File: src/design/tes_pkg.sv
// ----------------------------------------------------------------------------
// tes_pkg: shared types and constants
// Widths, register indexes, sequencer states and divider handshake types.
// ----------------------------------------------------------------------------
`default_nettype none

package tes_pkg;

  localparam int SAMPLE_BITS  = 32;
  localparam int COUNT_BITS   = 20;
  localparam int FRAC_BITS    = 8;
  localparam int SUM_BITS     = 52;
  localparam int RUN_BITS     = COUNT_BITS + FRAC_BITS;
  localparam int EXCESS_BITS  = 32;
  localparam int DIV_CNT_BITS = $clog2(SUM_BITS);
  localparam int CFG_IDX_BITS = 2;

  localparam logic [CFG_IDX_BITS-1:0] REG_THRESHOLD  = 2'd0;
  localparam logic [CFG_IDX_BITS-1:0] REG_UNDER_MODE = 2'd1;
  localparam logic [CFG_IDX_BITS-1:0] REG_NODATA     = 2'd2;

  localparam logic signed [SAMPLE_BITS-1:0] THRESHOLD_RESET = 32'sd0;
  localparam logic signed [SAMPLE_BITS-1:0] NODATA_RESET    = -32'sd25344;

  typedef enum logic [2:0] {
    ST_IDLE,
    ST_RUN_GO,
    ST_RUN_WAIT,
    ST_EXC_GO,
    ST_EXC_WAIT,
    ST_OUT
  } state_t;

  typedef struct packed {
    logic                  start;
    logic [SUM_BITS-1:0]   dividend;
    logic [COUNT_BITS-1:0] divisor;
  } div_req_t;

  typedef struct packed {
    logic                busy;
    logic                done;
    logic [SUM_BITS-1:0] quotient;
  } div_rsp_t;

endpackage

`default_nettype wire

File: src/design/tes_if.sv
// ----------------------------------------------------------------------------
// tes_if: sample and result channels
// Valid/ready channels carrying one sample item and one result item.
// ----------------------------------------------------------------------------
`default_nettype none

interface tes_smp_if;
  logic                                      valid;
  logic                                      ready;
  logic signed [tes_pkg::SAMPLE_BITS-1:0]    sample;
  logic                                      last;

  modport source (output valid, sample, last, input ready);
  modport sink   (input valid, sample, last, output ready);
endinterface

interface tes_res_if;
  logic                              valid;
  logic                              ready;
  logic [tes_pkg::COUNT_BITS-1:0]    exceed_count;
  logic [tes_pkg::COUNT_BITS-1:0]    event_count;
  logic [tes_pkg::RUN_BITS-1:0]      mean_run_length;
  logic                              run_length_valid;
  logic [tes_pkg::EXCESS_BITS-1:0]   mean_excess;
  logic                              excess_valid;

  modport source (output valid, exceed_count, event_count, mean_run_length,
                  run_length_valid, mean_excess, excess_valid, input ready);
  modport sink   (input valid, exceed_count, event_count, mean_run_length,
                  run_length_valid, mean_excess, excess_valid, output ready);
endinterface

`default_nettype wire

File: src/design/tes_div.sv
// ----------------------------------------------------------------------------
// tes_div: shared restoring divider
// One quotient bit per cycle; a wide dividend over a count-wide divisor.
// ----------------------------------------------------------------------------
`default_nettype none

module tes_div (
  input  wire logic              clk,
  input  wire logic              rst,
  input  wire tes_pkg::div_req_t req,
  output tes_pkg::div_rsp_t      rsp
);

  localparam logic [tes_pkg::DIV_CNT_BITS-1:0] LAST_STEP =
    tes_pkg::DIV_CNT_BITS'(tes_pkg::SUM_BITS - 1);

  logic                                busy;
  logic                                done;
  logic [tes_pkg::DIV_CNT_BITS-1:0]    cnt;
  logic [tes_pkg::SUM_BITS-1:0]        quo;
  logic [tes_pkg::COUNT_BITS-1:0]      rem;
  logic [tes_pkg::COUNT_BITS-1:0]      dsr;

  logic [tes_pkg::COUNT_BITS:0]        trial;
  logic [tes_pkg::COUNT_BITS:0]        diff;
  logic                                q_bit;
  logic [tes_pkg::COUNT_BITS-1:0]      rem_next;

  // shift in the next dividend bit and try to subtract the divisor
  assign trial    = {rem, quo[tes_pkg::SUM_BITS-1]};
  assign diff     = trial - {1'b0, dsr};
  assign q_bit    = trial >= {1'b0, dsr};
  assign rem_next = q_bit ? diff[tes_pkg::COUNT_BITS-1:0] : trial[tes_pkg::COUNT_BITS-1:0];

  always_ff @(posedge clk) begin
    if (rst) begin
      busy <= 1'b0;
      done <= 1'b0;
      cnt  <= '0;
    end else begin
      done <= 1'b0;
      if (req.start && !busy) begin
        busy <= 1'b1;
        cnt  <= '0;
      end else if (busy) begin
        cnt <= cnt + 1'b1;
        if (cnt == LAST_STEP) begin
          busy <= 1'b0;
          done <= 1'b1;
        end
      end
    end
  end

  always_ff @(posedge clk) begin
    if (req.start && !busy) begin
      quo <= req.dividend;
      rem <= '0;
      dsr <= req.divisor;
    end else if (busy) begin
      quo <= {quo[tes_pkg::SUM_BITS-2:0], q_bit};
      rem <= rem_next;
    end
  end

  assign rsp.busy     = busy;
  assign rsp.done     = done;
  assign rsp.quotient = quo;

`ifndef SYNTH
  a_start_when_free: assert property (@(posedge clk) disable iff (rst)
    req.start |-> !busy)
    else $error("divider started while busy");

  a_done_ends_busy: assert property (@(posedge clk) disable iff (rst)
    done |-> !busy && $past(busy))
    else $error("divider done without a finished run");

  a_busy_from_start: assert property (@(posedge clk) disable iff (rst)
    $rose(busy) |-> $past(req.start))
    else $error("divider busy without a start");
`endif

endmodule

`default_nettype wire

File: src/design/threshold_exceedance_statistics_unit.sv
// ----------------------------------------------------------------------------
// threshold_exceedance_statistics_unit: exceedance run statistics
// Counts samples beyond a threshold, closed runs and excess, then averages.
// ----------------------------------------------------------------------------
// Samples (signed Q24.8) arrive on the smp channel; one is taken every cycle
// while the record is being accumulated. A sample equal to the no-data marker
// is dropped. Others exceed the threshold when strictly above it (under_mode
// 0) or strictly below it (under_mode 1); each exceeding sample bumps the
// saturating exceed tally and adds its distance to a 52-bit saturating sum,
// and a non-exceeding sample that ends a run bumps the closed-run count. The
// item flagged last is accumulated like any other and then triggers the
// result: a single restoring divider, one quotient bit per cycle, first forms
// exceed_count * 2^8 / event_count and then excess_sum / exceed_count. The
// sample channel drops ready after a last item: a start state and a wait
// state over the 52 divider steps for each of the two passes through that
// divider, then an output state that loads the result, plus any wait for
// the result register to drain. The result register parts the two sides,
// so accumulation of the next record runs while a result is pending.
// The mean flags are low when their divisor is zero (the mean then reads 0).
// Configuration registers are written through cfg_we/cfg_idx/cfg_wdata:
// index 0 threshold, 1 under_mode, 2 no-data marker; write only while idle.
// ----------------------------------------------------------------------------
`default_nettype none

module threshold_exceedance_statistics_unit (
  input  wire logic                                 clk,
  input  wire logic                                 rst,
  tes_smp_if.sink                                   smp,
  tes_res_if.source                                 res,
  input  wire logic                                 cfg_we,
  input  wire logic [tes_pkg::CFG_IDX_BITS-1:0]     cfg_idx,
  input  wire logic [tes_pkg::SAMPLE_BITS-1:0]      cfg_wdata
);

  localparam int PAD_BITS = tes_pkg::SUM_BITS - tes_pkg::RUN_BITS;

  // configuration
  logic signed [tes_pkg::SAMPLE_BITS-1:0] threshold;
  logic                                   under_mode;
  logic signed [tes_pkg::SAMPLE_BITS-1:0] nodata_marker;

  // record accumulators
  logic [tes_pkg::COUNT_BITS-1:0] exceed_tally;
  logic [tes_pkg::COUNT_BITS-1:0] closed_runs;
  logic [tes_pkg::SUM_BITS-1:0]   excess_sum;
  logic                           in_run;

  // sequencer
  tes_pkg::state_t  state;
  tes_pkg::state_t  state_next;
  tes_pkg::div_req_t div_req;
  tes_pkg::div_rsp_t div_rsp;

  // quotients captured from the divider
  logic [tes_pkg::RUN_BITS-1:0]    run_mean;
  logic [tes_pkg::EXCESS_BITS-1:0] exc_mean;

  // sample path
  logic                           smp_take;
  logic                           is_valid;
  logic                           exceeds;
  logic [tes_pkg::SAMPLE_BITS:0]  diff_over;
  logic [tes_pkg::SAMPLE_BITS:0]  diff_under;
  logic [tes_pkg::SAMPLE_BITS-1:0] distance;
  logic [tes_pkg::SUM_BITS:0]     sum_wide;

  // result path
  logic res_load;
  logic acc_clear;

  // --------------------------------------------------------------------------
  // Configuration writes
  // --------------------------------------------------------------------------
  always_ff @(posedge clk) begin
    if (rst) begin
      threshold     <= tes_pkg::THRESHOLD_RESET;
      under_mode    <= 1'b0;
      nodata_marker <= tes_pkg::NODATA_RESET;
    end else if (cfg_we) begin
      unique case (cfg_idx)
        tes_pkg::REG_THRESHOLD:  threshold     <= cfg_wdata;
        tes_pkg::REG_UNDER_MODE: under_mode    <= cfg_wdata[0];
        tes_pkg::REG_NODATA:     nodata_marker <= cfg_wdata;
        default: ;
      endcase
    end
  end

  // --------------------------------------------------------------------------
  // Per-sample classification and distance beyond the threshold
  // --------------------------------------------------------------------------
  assign smp_take   = smp.valid && smp.ready;
  assign is_valid   = smp.sample != nodata_marker;
  assign exceeds    = under_mode ? (smp.sample < threshold) : (smp.sample > threshold);
  assign diff_over  = {smp.sample[tes_pkg::SAMPLE_BITS-1], smp.sample}
                    - {threshold[tes_pkg::SAMPLE_BITS-1], threshold};
  assign diff_under = {threshold[tes_pkg::SAMPLE_BITS-1], threshold}
                    - {smp.sample[tes_pkg::SAMPLE_BITS-1], smp.sample};
  // the distance is positive whenever the sample exceeds, so it fits unsigned
  assign distance   = under_mode ? diff_under[tes_pkg::SAMPLE_BITS-1:0]
                                 : diff_over[tes_pkg::SAMPLE_BITS-1:0];
  assign sum_wide   = {1'b0, excess_sum}
                    + {{(tes_pkg::SUM_BITS + 1 - tes_pkg::SAMPLE_BITS){1'b0}}, distance};

  // --------------------------------------------------------------------------
  // Accumulators: advance on each valid sample, clear once a result is loaded
  // --------------------------------------------------------------------------
  always_ff @(posedge clk) begin
    if (rst || acc_clear) begin
      exceed_tally <= '0;
      closed_runs  <= '0;
      excess_sum   <= '0;
      in_run       <= 1'b0;
    end else if (smp_take && is_valid) begin
      if (exceeds) begin
        if (exceed_tally != '1) begin
          exceed_tally <= exceed_tally + 1'b1;
        end
        // carry out of the sum means it has passed the ceiling: hold at all ones
        excess_sum <= sum_wide[tes_pkg::SUM_BITS] ? '1 : sum_wide[tes_pkg::SUM_BITS-1:0];
        in_run     <= 1'b1;
      end else if (in_run) begin
        if (closed_runs != '1) begin
          closed_runs <= closed_runs + 1'b1;
        end
        in_run <= 1'b0;
      end
    end
  end

  // --------------------------------------------------------------------------
  // Shared divider
  // --------------------------------------------------------------------------
  tes_div u_div (
    .clk (clk),
    .rst (rst),
    .req (div_req),
    .rsp (div_rsp)
  );

  // --------------------------------------------------------------------------
  // Sequencer: next state
  // --------------------------------------------------------------------------
  always_ff @(posedge clk) begin
    if (rst) begin
      state <= tes_pkg::ST_IDLE;
    end else begin
      state <= state_next;
    end
  end

  always_comb begin
    state_next = state;
    unique case (state)
      tes_pkg::ST_IDLE: begin
        if (smp_take && smp.last) begin
          state_next = tes_pkg::ST_RUN_GO;
        end
      end
      tes_pkg::ST_RUN_GO:   state_next = tes_pkg::ST_RUN_WAIT;
      tes_pkg::ST_RUN_WAIT: begin
        if (div_rsp.done) begin
          state_next = tes_pkg::ST_EXC_GO;
        end
      end
      tes_pkg::ST_EXC_GO:   state_next = tes_pkg::ST_EXC_WAIT;
      tes_pkg::ST_EXC_WAIT: begin
        if (div_rsp.done) begin
          state_next = tes_pkg::ST_OUT;
        end
      end
      tes_pkg::ST_OUT: begin
        if (!res.valid || res.ready) begin
          state_next = tes_pkg::ST_IDLE;
        end
      end
      default: state_next = tes_pkg::ST_IDLE;
    endcase
  end

  // --------------------------------------------------------------------------
  // Sequencer: outputs
  // --------------------------------------------------------------------------
  always_comb begin
    smp.ready        = 1'b0;
    div_req.start    = 1'b0;
    div_req.dividend = {excess_sum};
    div_req.divisor  = exceed_tally;
    res_load         = 1'b0;
    acc_clear        = 1'b0;
    unique case (state)
      tes_pkg::ST_IDLE: smp.ready = 1'b1;
      tes_pkg::ST_RUN_GO: begin
        div_req.start    = 1'b1;
        div_req.dividend = {{PAD_BITS{1'b0}}, exceed_tally, {tes_pkg::FRAC_BITS{1'b0}}};
        div_req.divisor  = closed_runs;
      end
      tes_pkg::ST_EXC_GO: div_req.start = 1'b1;
      tes_pkg::ST_OUT: begin
        res_load  = !res.valid || res.ready;
        acc_clear = res_load;
      end
      default: ;
    endcase
  end

  // capture each quotient as its pass finishes
  always_ff @(posedge clk) begin
    if (state == tes_pkg::ST_RUN_WAIT && div_rsp.done) begin
      // at most (2^20-1)*2^8 for a nonzero event count, which fits the run-length field
      run_mean <= div_rsp.quotient[tes_pkg::RUN_BITS-1:0];
    end
    if (state == tes_pkg::ST_EXC_WAIT && div_rsp.done) begin
      exc_mean <= (|div_rsp.quotient[tes_pkg::SUM_BITS-1:tes_pkg::EXCESS_BITS])
                ? '1 : div_rsp.quotient[tes_pkg::EXCESS_BITS-1:0];
    end
  end

  // --------------------------------------------------------------------------
  // Result register: hold until taken
  // --------------------------------------------------------------------------
  always_ff @(posedge clk) begin
    if (rst) begin
      res.valid <= 1'b0;
    end else if (res_load) begin
      res.valid <= 1'b1;
    end else if (res.ready) begin
      res.valid <= 1'b0;
    end
  end

  always_ff @(posedge clk) begin
    if (res_load) begin
      res.exceed_count     <= exceed_tally;
      res.event_count      <= closed_runs;
      res.run_length_valid <= closed_runs != '0;
      res.mean_run_length  <= (closed_runs != '0) ? run_mean : '0;
      res.excess_valid     <= exceed_tally != '0;
      res.mean_excess      <= (exceed_tally != '0) ? exc_mean : '0;
    end
  end

`ifndef SYNTH
  a_last_stalls: assert property (@(posedge clk) disable iff (rst)
    (smp.valid && smp.ready && smp.last) |=> !smp.ready)
    else $error("sample taken right after a last item");

  a_runs_within_tally: assert property (@(posedge clk) disable iff (rst)
    closed_runs <= exceed_tally)
    else $error("closed runs exceed the exceed tally");

  a_run_flag: assert property (@(posedge clk) disable iff (rst)
    res.valid |-> (res.run_length_valid == (res.event_count != '0)))
    else $error("run-length flag disagrees with event count");

  a_excess_flag: assert property (@(posedge clk) disable iff (rst)
    res.valid |-> (res.excess_valid == (res.exceed_count != '0)))
    else $error("excess flag disagrees with exceed count");

  a_no_load_overwrite: assert property (@(posedge clk) disable iff (rst)
    res_load |-> (!res.valid || res.ready))
    else $error("result overwritten before it was taken");
`endif

endmodule

`default_nettype wire

File: src/flat_wrapper.sv
// flat-port wrapper written by rule: the top's interface ports become plain ports
module threshold_exceedance_statistics_unit_flat 
  (clk, rst, cfg_we, cfg_idx, cfg_wdata, smp_valid, smp_sample, smp_last, smp_ready, res_valid, res_exceed_count, res_event_count, res_mean_run_length, res_run_length_valid, res_mean_excess, res_excess_valid, res_ready);
  tes_smp_if smp_i ();
  tes_res_if res_i ();
  input  wire logic clk;
  input  wire logic rst;
  input  wire logic cfg_we;
  input  wire logic [tes_pkg::CFG_IDX_BITS-1:0] cfg_idx;
  input  wire logic [tes_pkg::SAMPLE_BITS-1:0] cfg_wdata;
  input wire logic [$bits(smp_i.valid)-1:0] smp_valid;
  input wire logic [$bits(smp_i.sample)-1:0] smp_sample;
  input wire logic [$bits(smp_i.last)-1:0] smp_last;
  output wire logic [$bits(smp_i.ready)-1:0] smp_ready;
  output wire logic [$bits(res_i.valid)-1:0] res_valid;
  output wire logic [$bits(res_i.exceed_count)-1:0] res_exceed_count;
  output wire logic [$bits(res_i.event_count)-1:0] res_event_count;
  output wire logic [$bits(res_i.mean_run_length)-1:0] res_mean_run_length;
  output wire logic [$bits(res_i.run_length_valid)-1:0] res_run_length_valid;
  output wire logic [$bits(res_i.mean_excess)-1:0] res_mean_excess;
  output wire logic [$bits(res_i.excess_valid)-1:0] res_excess_valid;
  input wire logic [$bits(res_i.ready)-1:0] res_ready;
  assign smp_i.valid = smp_valid;
  assign smp_i.sample = smp_sample;
  assign smp_i.last = smp_last;
  assign smp_ready = smp_i.ready;
  assign res_valid = res_i.valid;
  assign res_exceed_count = res_i.exceed_count;
  assign res_event_count = res_i.event_count;
  assign res_mean_run_length = res_i.mean_run_length;
  assign res_run_length_valid = res_i.run_length_valid;
  assign res_mean_excess = res_i.mean_excess;
  assign res_excess_valid = res_i.excess_valid;
  assign res_i.ready = res_ready;
  threshold_exceedance_statistics_unit u_core (.clk(clk), .rst(rst), .smp(smp_i), .res(res_i), .cfg_we(cfg_we), .cfg_idx(cfg_idx), .cfg_wdata(cfg_wdata));
endmodule
File: config.mk
export PLATFORM = sky130hd
export DESIGN_NAME = threshold_exceedance_statistics_unit_flat
export DESIGN_NICKNAME = d
export VERILOG_FILES = /design/src/design/tes_pkg.sv /design/src/design/tes_if.sv /design/src/design/tes_div.sv /design/src/design/threshold_exceedance_statistics_unit.sv /design/src/flat_wrapper.sv
export SDC_FILE = /design/constraint.sdc
export NUM_CORES = 1
export LEC_CHECK = 0
export BUFFER_PORTS_ARGS = -buffer_cell sky130_fd_sc_hd__buf_2
export CORE_MARGIN = 3
export CORE_UTILIZATION = 50
export DETAILED_ROUTE_END_ITERATION = 8
export PLACE_DENSITY = 0.81
export SLEW_MARGIN = 25
export SYNTH_ARGS = -nofsm -noshare
export SYNTH_HDL_FRONTEND = slang
export SYNTH_SLANG_ARGS = --single-unit
File: constraint.sdc
create_clock -name clk -period 6.2 [get_ports clk]
set_clock_uncertainty 0.1 [all_clocks]
set_input_delay 0.62 -clock clk [delete_from_list [all_inputs] [get_ports clk]]
set_output_delay 0.62 -clock clk [all_outputs]
set_load 0.005 [all_outputs]
# Word-level counts from Yosys, hierarchy flattened

Cells that the tools add are included.

$add $sub $neg: 7
$mul: 0
Divide/modulo/power cells: 0
Magnitude comparators: 3
Eq/ne operators: 15
Shift-type cells: 0
Muxes and demuxes: 22
Bitwise gates (word level): 2
Reductions and logical operators: 27

Operator list:

| cell                                                | number |
|---|---|
| two-way mux 52 bit                                  | 3 |
| two-way mux 72 bit                                  | 1 |
| subtractor 32 bit                                   | 2 |
| adder 52 x 32 -> 53 bit                             | 1 |
| adder 20 x 1 -> 20 bit, second input constant       | 2 |
| inequality test 20 bit, second input constant       | 2 |
| nonzero test 20 bit                                 | 2 |
| > comparator 32 bit                                 | 1 |
| less-than comparator 32 bit                         | 1 |
| two-way mux 32 bit                                  | 1 |
| inequality test 32 bit                              | 1 |
| greater-or-equal comparator 21 x 20 -> 1 bit        | 1 |
| two-way mux 20 bit                                  | 1 |
| OR reduction 20 bit                                 | 1 |
| subtractor 20 bit                                   | 1 |
| one-hot mux 3 bit (6 select lines)                  | 1 |
| two-way mux 3 bit                                   | 4 |
| two-way mux 1 bit                                   | 11 |
| AND reduction 2 bit                                 | 4 |
| AND reduction 4 bit                                 | 2 |
| adder 6 x 1 -> 6 bit, second input constant         | 1 |
| equality test 3 x 2 -> 1 bit, second input constant | 2 |
| equality test 3 bit, second input constant          | 2 |
| equality test 6 bit, second input constant          | 1 |
| other kinds (15)                                    | 27 |

Flip-flop bits (word level): 424
Bits in latches: 0
Bits in writable memories: 0
Memory bits (read-only): 0
Input port bits: 72
Output and inout port bits: 104
Word-level logic and storage cells: 99
Memories: 0

# Longest topological paths before layout

Gate-level depths: netlist of run 1.

Word-level depth: 6
Mapped depth: 24
Mapped depth without buffers: 23

# Hierarchy

A second synthesis of run 1 with hierarchy kept.

Cell total of the unflattened synthesis: 2547
Area, all modules: 23754.0 µm²

By module, submodules not included:

| module                               | times used | cells an instance | area an instance (µm²) | seq. area each (µm²) |
|---|---|---|---|---|
| threshold_exceedance_statistics_unit | 1          | 1999              | 18601.6                | 8107.8 |
| tes_div                              | 1          | 548               | 5152.4                 | 2722.6 |

# Least setup slack after synthesis of run 1

OpenSTA, ideal clock, no wires.

Path kind: flip-flop to flip-flop
Start: reg u_core.state[2]
End: reg u_core.exceed_tally[0] (netlist bit)
Setup time: 128 ps
Data arrival time: 6255 ps
Data required time: 5972 ps
Path slack: -282 ps
Stages on the path, launching flop included: 8
Path buffers: 2
Period minus slack after synthesis: 6482 ps
Path through: dfxtp_1 > nor2b_1 > nand2_1 > nor2_1 > or2_2 > clkbuf_1 > clkbuf_1 > nor2_1

Elaborated cells between the ends (all ways): 8
Those cells by class: 1 x eq/ne; 2 x mux; 5 x reduce/logical

RTL lines:

| item                     | RTL line                                    | source |
|---|---|---|
| start: declaration       | threshold_exceedance_statistics_unit.sv:49  | `tes_pkg::state_t state;` |
| start signal: assignment | threshold_exceedance_statistics_unit.sv:146 | `state <= tes_pkg::ST_IDLE;` |
| start signal: assignment | threshold_exceedance_statistics_unit.sv:148 | `state <= state_next;` |
| equality test 3 bit      | threshold_exceedance_statistics_unit.sv:191 | `unique case (state)` |
| two-way mux 1 bit        | threshold_exceedance_statistics_unit.sv:191 |  |
| via u_core.acc_clear     | threshold_exceedance_statistics_unit.sv:69  | `logic acc_clear;` |
| logical OR 1 bit         | threshold_exceedance_statistics_unit.sv:109 | `if (rst \|\| acc_clear) begin` |
| end signal: assignment   | threshold_exceedance_statistics_unit.sv:117 | `exceed_tally <= exceed_tally + 1'b1;` |
| end: declaration         | threshold_exceedance_statistics_unit.sv:43  | `logic [tes_pkg::COUNT_BITS-1:0] exceed_tally;` |

The timed path passes the listed nets, and every way through them passes these cells.
A chain may end at the register's enable or synchronous reset.

# Worst setup path after layout of run 1

Start: reg u_core.threshold[5] (netlist bit)
End: reg u_core.excess_sum[47] (netlist bit)

Word-level cells in the longest chain between the ends: 4
Elaborated cells between the ends (all ways): 9
Those cells by class: 3 x add/sub; 2 x order compare; 3 x mux; 1 x reduce/logical

Ends and longest elaborated chain:

| item                                 | RTL line                                                                               | source |
|---|---|---|
| start: declaration                   | threshold_exceedance_statistics_unit.sv:38                                             | `logic signed [tes_pkg::SAMPLE_BITS-1:0] threshold;` |
| start signal: assignment             | threshold_exceedance_statistics_unit.sv:76                                             | `threshold <= tes_pkg::THRESHOLD_RESET;` |
| start signal: assignment             | threshold_exceedance_statistics_unit.sv:81                                             | `tes_pkg::REG_THRESHOLD: threshold <= cfg_wdata;` |
| subtractor 32 bit (on tied branches) | threshold_exceedance_statistics_unit.sv:96, threshold_exceedance_statistics_unit.sv:98 |  |
| two-way mux 32 bit                   | threshold_exceedance_statistics_unit.sv:100                                            | `assign distance = under_mode ? diff_under[tes_pkg::SAMPLE_BITS-1:0]` |
| adder 52 x 32 -> 53 bit              | threshold_exceedance_statistics_unit.sv:103                                            | `+ {{(tes_pkg::SUM_BITS + 1 - tes_pkg::SAMPLE_BITS){1'b0}}, distance};` |
| two-way mux 52 bit                   | threshold_exceedance_statistics_unit.sv:120                                            | `excess_sum <= sum_wide[tes_pkg::SUM_BITS] ? '1 : sum_wide[tes_pkg::SUM_BITS-1:0];` |
| end signal: assignment               | threshold_exceedance_statistics_unit.sv:120                                            |  |
| end: declaration                     | threshold_exceedance_statistics_unit.sv:45                                             | `logic [tes_pkg::SUM_BITS-1:0] excess_sum;` |

Several ways; a longest one is shown, not always the timed one.

==> impl_metrics.csv, run 1 <==
group,metric,value,unit
outcome,status,"finished clean",
placement,numPortBuffers,175,
placement,gp_congestion,0.910,
floorplanning,die_h,221,um
yosys,ys.flop_type,"edfxtp_1",
clock_tree,cts.sinks,424,
setup_path,required,6.53,ns
layout,finalNetCount,2761,
floorplanning,pin_count,176,
clock_tree,hold_buffers,0,
global_route,grt_max_degree,78,
global_route,track_usage,23.8,%
drt,routed_wl,60100,um
setup_path,worstPathCellList,"ha_1 -> a21oi_1 -> nor3b_1 -> a211oi_1 -> o21ai_0 -> nand2_1 -> nor4_1 -> nor3_1 -> xor2_1 -> ha_1 -> nand3_1 -> a2111oi_1 -> nand3_1 -> a31oi_2 -> a311oi_1 -> o31ai_4 -> buf_4 -> nand4b_1 -> xor2_1 -> a21oi_1",
job,cap_viol_max_count,0,
yosys,synth.most_common_cell,"nand2_1",
yosys,synth_edf_count,234,
clock_tree,cts_tree,"yes",
timing,rsz0062_at_grt,"false",
yosys,synthArstFlopShare,0,%
timing,finalCritPeriodShare,91.6,%
yosys,ys_seq_elements,424,
timing,setup_violations,0,
timing,min_period,5.68,ns
yosys,yosysTopAreaCellShare,30.4,%
timing,fin_setup_tns,0,ns
drt,remaining_drc_errors,0,
layout,antenna_cells,0,
global_route,grt_pass1_vias,18100,
drt,routedWlPerCell,18.8,um
clock_tree,clk_path_buf_depth,3,
floorplanning,die_width,221,um
timing,fmax,176,MHz
clock_tree,cts_made_buffers,45,
setup_path,critPathSlowestCell,"a2111oi_1",
clock_tree,cts_resized,0,
worst_hold_path,hold_class,"in2reg",
yosys,yosys.area.top_type,"edfxtp_1",
setup_path,cp.buffers_inverters,1,
layout,drive_gt1_share,12.2,%
timing,relSlewSlack,28.5,%
clock_tree,h-tree-depth,2,
floorplanning,core,45500,um2
global_route,grt_antenna_before_repair,0,
drt,drt_iter0_markers,1681,
floorplanning,die-area,48800,um2
yosys,ys_top_cells_by_area,"edfxtp_1 (30%), dfxtp_1 (16%), ha_1 (6.7%), nand2_1 (5.3%), a21oi_1 (4.4%)",
drt,ant_nets,0,
floorplanning,start_util,50.8,%
power,powerDensity,289,nW/um2
power,vdd_ir_drop_max,0.193,mV
clock_tree,path_clk_slew,0.06,ns
yosys,synth_area_per_cell,9.46,um2
clock_tree,clock_latency,0.59,ns
timing,worst_slack,0.521,ns
yosys,ys_seq_area_share,46.9,%
global_route,grt-ovfl-total,0,
setup_path,cp_top_family,"compound AO/OA/AOI/OAI gates",
setup_path,endpoint_kind,"flop",
timing,finalHoldViolations,0,
clock_tree,post-cts-setup-buffer-count,0,
yosys,ys_warn_count,0,
yosys,synth_nets,2641,
layout,syn_to_final_growth,12.2,%
yosys,synth_cell_types,80,
drt,via_per_inst,5.85,
timing,maxSlewViolCount,0,
setup_path,slowest_delay,0.53,ns
placement,dp_hpwl,44500,um
yosys,synthesis.area,23100,um2
yosys,ys_top_cells_by_count,"nand2_1 (324), edfxtp_1 (234), a21oi_1 (201), dfxtp_1 (190), inv_1 (126)",
placement,dp_slack,0.196,ns
setup_path,arrival,6.01,ns
yosys,synthCells,2441,
drt,firstDrtPassIters,7,
setup_path,critPathLaunchType,"flop",
timing,worst_pin_slew,1.07,ns
setup_path,critPathMaxFanout,7,
floorplanning,std_cell_rows,78,
drt,vias,18700,
clock_tree,root_buffer,"clkbuf_16",
setup_path,crit_type,"reg2reg",
power,power_leakage,10.5,nW
global_route,grt_pass1_wl,95500,um
-- per-layer routing --
layer,global-route usage [%],vias up,routed length (um)
met5,0,-,0
met4,9.39,0,2180
met3,3.14,136,4020
met2,39.8,736,28500
met1,31.6,8845,25400
li1,-,8986,-
-- power breakdown --
group	switching (W)	total, W	internal [W]
Sequential	0.000134	0.00324	0.00310
Clock	0.00114	0.00267	0.00153
Combinational	0.000957	0.00158	0.000623
Total	0.00223	0.00749	0.00526
-- registers in the layout (all words and copies together) (netlist names), 3 cells and up --
signal and cells:
u_core.excess_sum 52, u_core.u_div.quo 52, u_core.exc_mean 32, u_core.nodata_marker 32, u_core.res.mean_excess 32, u_core.threshold 32, u_core.res.mean_run_length 28, u_core.run_mean 28
u_core.closed_runs 20, u_core.exceed_tally 20, u_core.res.event_count 20, u_core.res.exceed_count 20, u_core.u_div.dsr 20, u_core.u_div.rem 20, u_core.u_div.cnt 6, u_core.state 3
-- cells in the final DEF, fill, tap and decap left out, types with 16 or more instances in the layout --
| cell | netlist | routed |
|---|---|---|
| a211oi_1 | 19 | 19 |
| a21o_1 | 60 | 60 |
| a21oi_1 | 201 | 200 |
| a31oi_1 | 26 | 26 |
| and2_1 | 68 | 68 |
| and3_1 | 22 | 22 |
| buf_2 | 29 | 175 |
| buf_4 | 4 | 29 |
| clkbuf_16 | 0 | 45 |
| dfxtp_1 | 190 | 188 |
| edfxtp_1 | 234 | 234 |
| ha_1 | 124 | 124 |
| inv_1 | 126 | 125 |
| mux2_2 | 17 | 17 |
| mux2i_1 | 29 | 29 |
| nand2_1 | 324 | 323 |
| nand3_1 | 80 | 80 |
| nand3b_1 | 26 | 26 |
| nand4_1 | 60 | 60 |
| nor2_1 | 112 | 109 |
| nor2b_1 | 16 | 16 |
| nor3_1 | 29 | 28 |
| nor4_1 | 28 | 28 |
| o21ai_0 | 107 | 107 |
| o21ai_1 | 24 | 24 |
| o21bai_1 | 30 | 30 |
| o22ai_1 | 26 | 26 |
| or3_1 | 41 | 41 |
| xnor2_1 | 41 | 41 |
| xor2_1 | 110 | 110 |
-- worst reg2reg max path: stages (launching register included) --
cell and delay [ns]:
dfxtp_1 0.33, ha_1 0.38, a21oi_1 0.30, nor3b_1 0.30
a211oi_1 0.11, o21ai_0 0.31, nand2_1 0.13, nor4_1 0.36
nor3_1 0.14, xor2_1 0.17, ha_1 0.43, nand3_1 0.12
a2111oi_1 0.53, nand3_1 0.19, a31oi_2 0.36, a311oi_1 0.24
o31ai_4 0.47, buf_4 0.21, nand4b_1 0.12, xor2_1 0.16
a21oi_1 0.08
-- layout make-up --
| class | instances | area [um2] |
|---|---|---|
| tap | 600 | 751 |
| fill | 3911 | 19600 |
| sequential | 424 | 10800 |
| multi-input combinational | 1759 | 11300 |
| clock buffer | 54 | 1170 |
| clock inverter | 27 | 293 |
| inverter | 126 | 474 |
| timing repair buffer | 205 | 1110 |
-- final timing paths --
| check | start | endpoint | slack [ns] | cells past startpoint |
|---|---|---|---|---|
| hold / removal | cfg_wdata[24] | u_core.nodata_marker[24]$_SDFFE_PP1P_ | 0.16 | 3 |
| setup reg to reg | u_core.threshold[5]$_SDFFE_PP0P_ | u_core.excess_sum[47]$_SDFFE_PP0P_ | 0.52 | 20 |
| hold reg to reg | u_core.in_run$_SDFFE_PP0P_ | u_core.in_run$_SDFFE_PP0P_ | 0.36 | 2 |
| setup / recovery | u_core.threshold[5]$_SDFFE_PP0P_ | u_core.excess_sum[47]$_SDFFE_PP0P_ | 0.52 | 20 |
-- per-stage QoR --
stage / cell area [um2] / utilization, % / power, W / hold WS (ns) / cells
floorplan: 23100 / - / 0.00442 / 0.306 / 2441
global placement: 24400 / 53.7 / 0.00477 / 0.341 / 3113
detailed placement: 24500 / 53.8 / 0.00484 / 0.348 / 3114
CTS: 25900 / 57.0 / 0.00751 / 0.136 / 3195
global route: 25900 / 57.0 / 0.00782 / 0.152 / 3195
finish: 25900 / 57.0 / 0.00749 / 0.164 / 3195
-- kinds of logic (layout without fill, tap and decap cells) --
family                     Yosys count  in the layout  synth area share, %
xor gates and xnor gates           151            151                 5.73
DFF                                424            424                 46.9
and+or+nand+nor                    852            852                 18.2
AOI/OAI and AO/OA                  582            582                 15.6
buffers and inverters              258            412                 4.42
muxes                               46             46                 2.09
adders and majority gates          128            128                 7.06
Note: power is estimated with default switching activity, not from simulation.
==> inputs of run 2 (changes only) <==
--- a/config.mk
+++ b/config.mk
@@ -5,11 +5,12 @@
 export SDC_FILE = /design/constraint.sdc
 export NUM_CORES = 1
 export LEC_CHECK = 0
-export BUFFER_PORTS_ARGS = -buffer_cell sky130_fd_sc_hd__buf_2
+export BUFFER_PORTS_ARGS = -buffer_cell sky130_fd_sc_hd__buf_4
 export CORE_MARGIN = 3
 export CORE_UTILIZATION = 50
 export DETAILED_ROUTE_END_ITERATION = 8
-export PLACE_DENSITY = 0.81
+export PLACE_DENSITY = 0.78
+export RECOVER_POWER = 50
 export SLEW_MARGIN = 25
 export SYNTH_ARGS = -nofsm -noshare
 export SYNTH_HDL_FRONTEND = slang
==> constraint.sdc (replaced) <==
create_clock -name clk -period 5.3 [get_ports clk]
set_clock_uncertainty 0.1 [all_clocks]
set_input_delay 0.53 -clock clk [delete_from_list [all_inputs] [get_ports clk]]
set_output_delay 0.53 -clock clk [all_outputs]
set_load 0.005 [all_outputs]
==> impl_metrics.csv, run 2 (synthesis gave the netlist of run 1 again) <==
group,metric,value,unit
global_route,grt_max_degree,107,
global_route,track_usage,24.3,%
timing,fmax,195,MHz
setup_path,endpoint_kind,"flop",
clock_tree,cts_tree,"yes",
timing,setup_violations,0,
layout,final_common_cell,"nand2_1",
timing,min_period,5.14,ns
timing,finalHoldViolations,0,
layout,final_cell_mix,"nand2_1 (323), buf_4 (295), edfxtp_1 (234), a21oi_1 (199), dfxtp_1 (187)",
layout,finalNetCount,2857,
clock_tree,cts.sinks,424,
layout,drive_gt1_share,15.8,%
global_route,grt-ovfl-total,0,
power,vdd_ir_drop_max,0.289,mV
placement,dp_hpwl,45600,um
setup_path,arrival,5.52,ns
drt,drt_iter0_markers,1631,
timing,finalCritPeriodShare,96.9,%
clock_tree,clk_path_buf_depth,3,
layout,top_regs,"u_core.excess_sum (52), u_core.u_div.quo (52)",
clock_tree,path_clk_slew,0.06,ns
setup_path,crit_type,"reg2reg",
layout,antenna_cells,0,
power,powerDensity,337,nW/um2
floorplanning,die-area,48800,um2
drt,via_per_inst,5.78,
drt,remaining_drc_errors,0,
timing,worst_pin_slew,0.954,ns
power,power_leakage,11.2,nW
placement,numPortBuffers,175,
floorplanning,die_width,221,um
setup_path,critPathLaunchType,"flop",
global_route,grt_pass1_wl,97800,um
clock_tree,root_buffer,"clkbuf_16",
clock_tree,h-tree-depth,2,
drt,routed_wl,61200,um
drt,routedWlPerCell,18.6,um
clock_tree,clock_latency,0.58,ns
timing,maxSlewViolCount,0,
job,cap_viol_max_count,0,
global_route,grt_antenna_before_repair,0,
floorplanning,std_cell_rows,78,
timing,worst_hold_slack,0.0790,ns
floorplanning,core,45500,um2
timing,rsz0062_at_grt,"true",
clock_tree,cts_made_buffers,45,
worst_hold_path,hold_class,"in2reg",
global_route,grt_pass1_vias,18600,
floorplanning,start_util,50.8,%
placement,gp_congestion,0.909,
drt,ant_nets,0,
setup_path,critPathMaxFanout,9,
drt,firstDrtPassIters,6,
layout,final_util,60.0,%
floorplanning,pin_count,176,
outcome,status,"finished clean",
setup_path,required,5.68,ns
drt,vias,19000,
layout,fillers,3782,
clock_tree,hold_buffers,0,
layout,syn_to_final_growth,18.1,%
timing,relSlewSlack,36.3,%
floorplanning,die_h,221,um
run 2: changes by cell type in the layout (fill, tap and decap cells not counted), moves of 2 or more:
cell	before	now
bufinv_16	4	7
nor2_2	2	4
o21ai_0	107	104
clkbuf_1	8	11
buf_6	0	2
nor2_1	109	107
buf_12	0	3
clkbuf_8	1	5
clkinv_1	8	4
o21ai_1	24	27
buf_2	175	0
buf_4	29	295
run 2: routing by layer:
layer  part of all wire [%]  vias to the layer above  GRT usage [%]
met5                      0                        -              0
met4                    4.2                        0           10.6
met3                    5.7                      147           3.82
met2                     47                      648           40.4
met1                     43                     9038           31.6
li1                       -                     9196              -
run 2: worst paths after layout:
check	startpoint	endpoint	slack, ns	cells past startpoint
worst max-delay path	u_core.threshold[0]$_SDFFE_PP0P_	u_core.excess_sum[33]$_SDFFE_PP0P_	0.16	24
worst min-delay path	cfg_wdata[26]	u_core.nodata_marker[26]$_SDFFE_PP1P_	0.08	3
worst min register to register	u_core.threshold[31]$_SDFFE_PP0P_	u_core.threshold[31]$_SDFFE_PP0P_	0.36	2
worst max register to register	u_core.threshold[0]$_SDFFE_PP0P_	u_core.excess_sum[33]$_SDFFE_PP0P_	0.16	24
run 2: timing repair:
action                                  CTS  global route
endpoints found under the setup margin    3            50
gates resized for setup                   0            13
pin swaps                                 1             2
buffers inserted                          0             1
run 2: cell type report:
cell class	instances	area [um2]	share of cell area, %
tap	600	751	2.75
inverter	126	474	1.74
multi-input combinational	1759	11300	41.5
clock inverter	23	330	1.21
clock buffer	61	1260	4.61
sequential	424	10800	39.7
timing repair buffer	301	2300	8.43
run 2: per-stage QoR:
step | instances | setup slack, ns | power, W | TNS (ns) | area, um2
floorplan | 2441 | 0.235 | 0.00517 | 0 | 23100
global placement | 3208 | -0.0802 | 0.00580 | -0.402 | 25600
detailed placement | 3209 | -0.321 | 0.00586 | -3.71 | 25600
CTS | 3293 | 0.0229 | 0.00922 | 0 | 27200
global route | 3294 | -0.0442 | 0.00962 | -0.106 | 27300
finish | 3294 | 0.162 | 0.00920 | 0 | 27300
run 2: power by group:
| part | switching, W | total (W) | leakage (nW) | internal (W) |
|---|---|---|---|---|
| Combinational | 0.00117 | 0.00207 | 6.68 | 0.000898 |
| Clock | 0.00133 | 0.00335 | 0.766 | 0.00202 |
| Sequential | 0.000152 | 0.00378 | 3.70 | 0.00363 |
| Total | 0.00265 | 0.00920 | 11.2 | 0.00655 |
run 2: worst max-delay path, cell delays in order, from the launching register on:
cell      delay (ns)
dfxtp_1         0.31
inv_1           0.05
ha_1            0.16
inv_1           0.06
fa_1            0.41
a21o_1          0.18
a21o_1          0.19
a21o_1          0.18
a21o_1          0.19
a21boi_1        0.20
a21oi_1         0.16
a221oi_1        0.32
buf_4           0.18
o221ai_1        0.14
xnor2_1         0.16
ha_1            0.30
nand2_1         0.07
nor2_2          0.16
nand3_1         0.12
or3_1           0.40
o211a_1         0.27
nor3_4          0.25
buf_6           0.18
nor2_1          0.06
a211oi_1        0.23
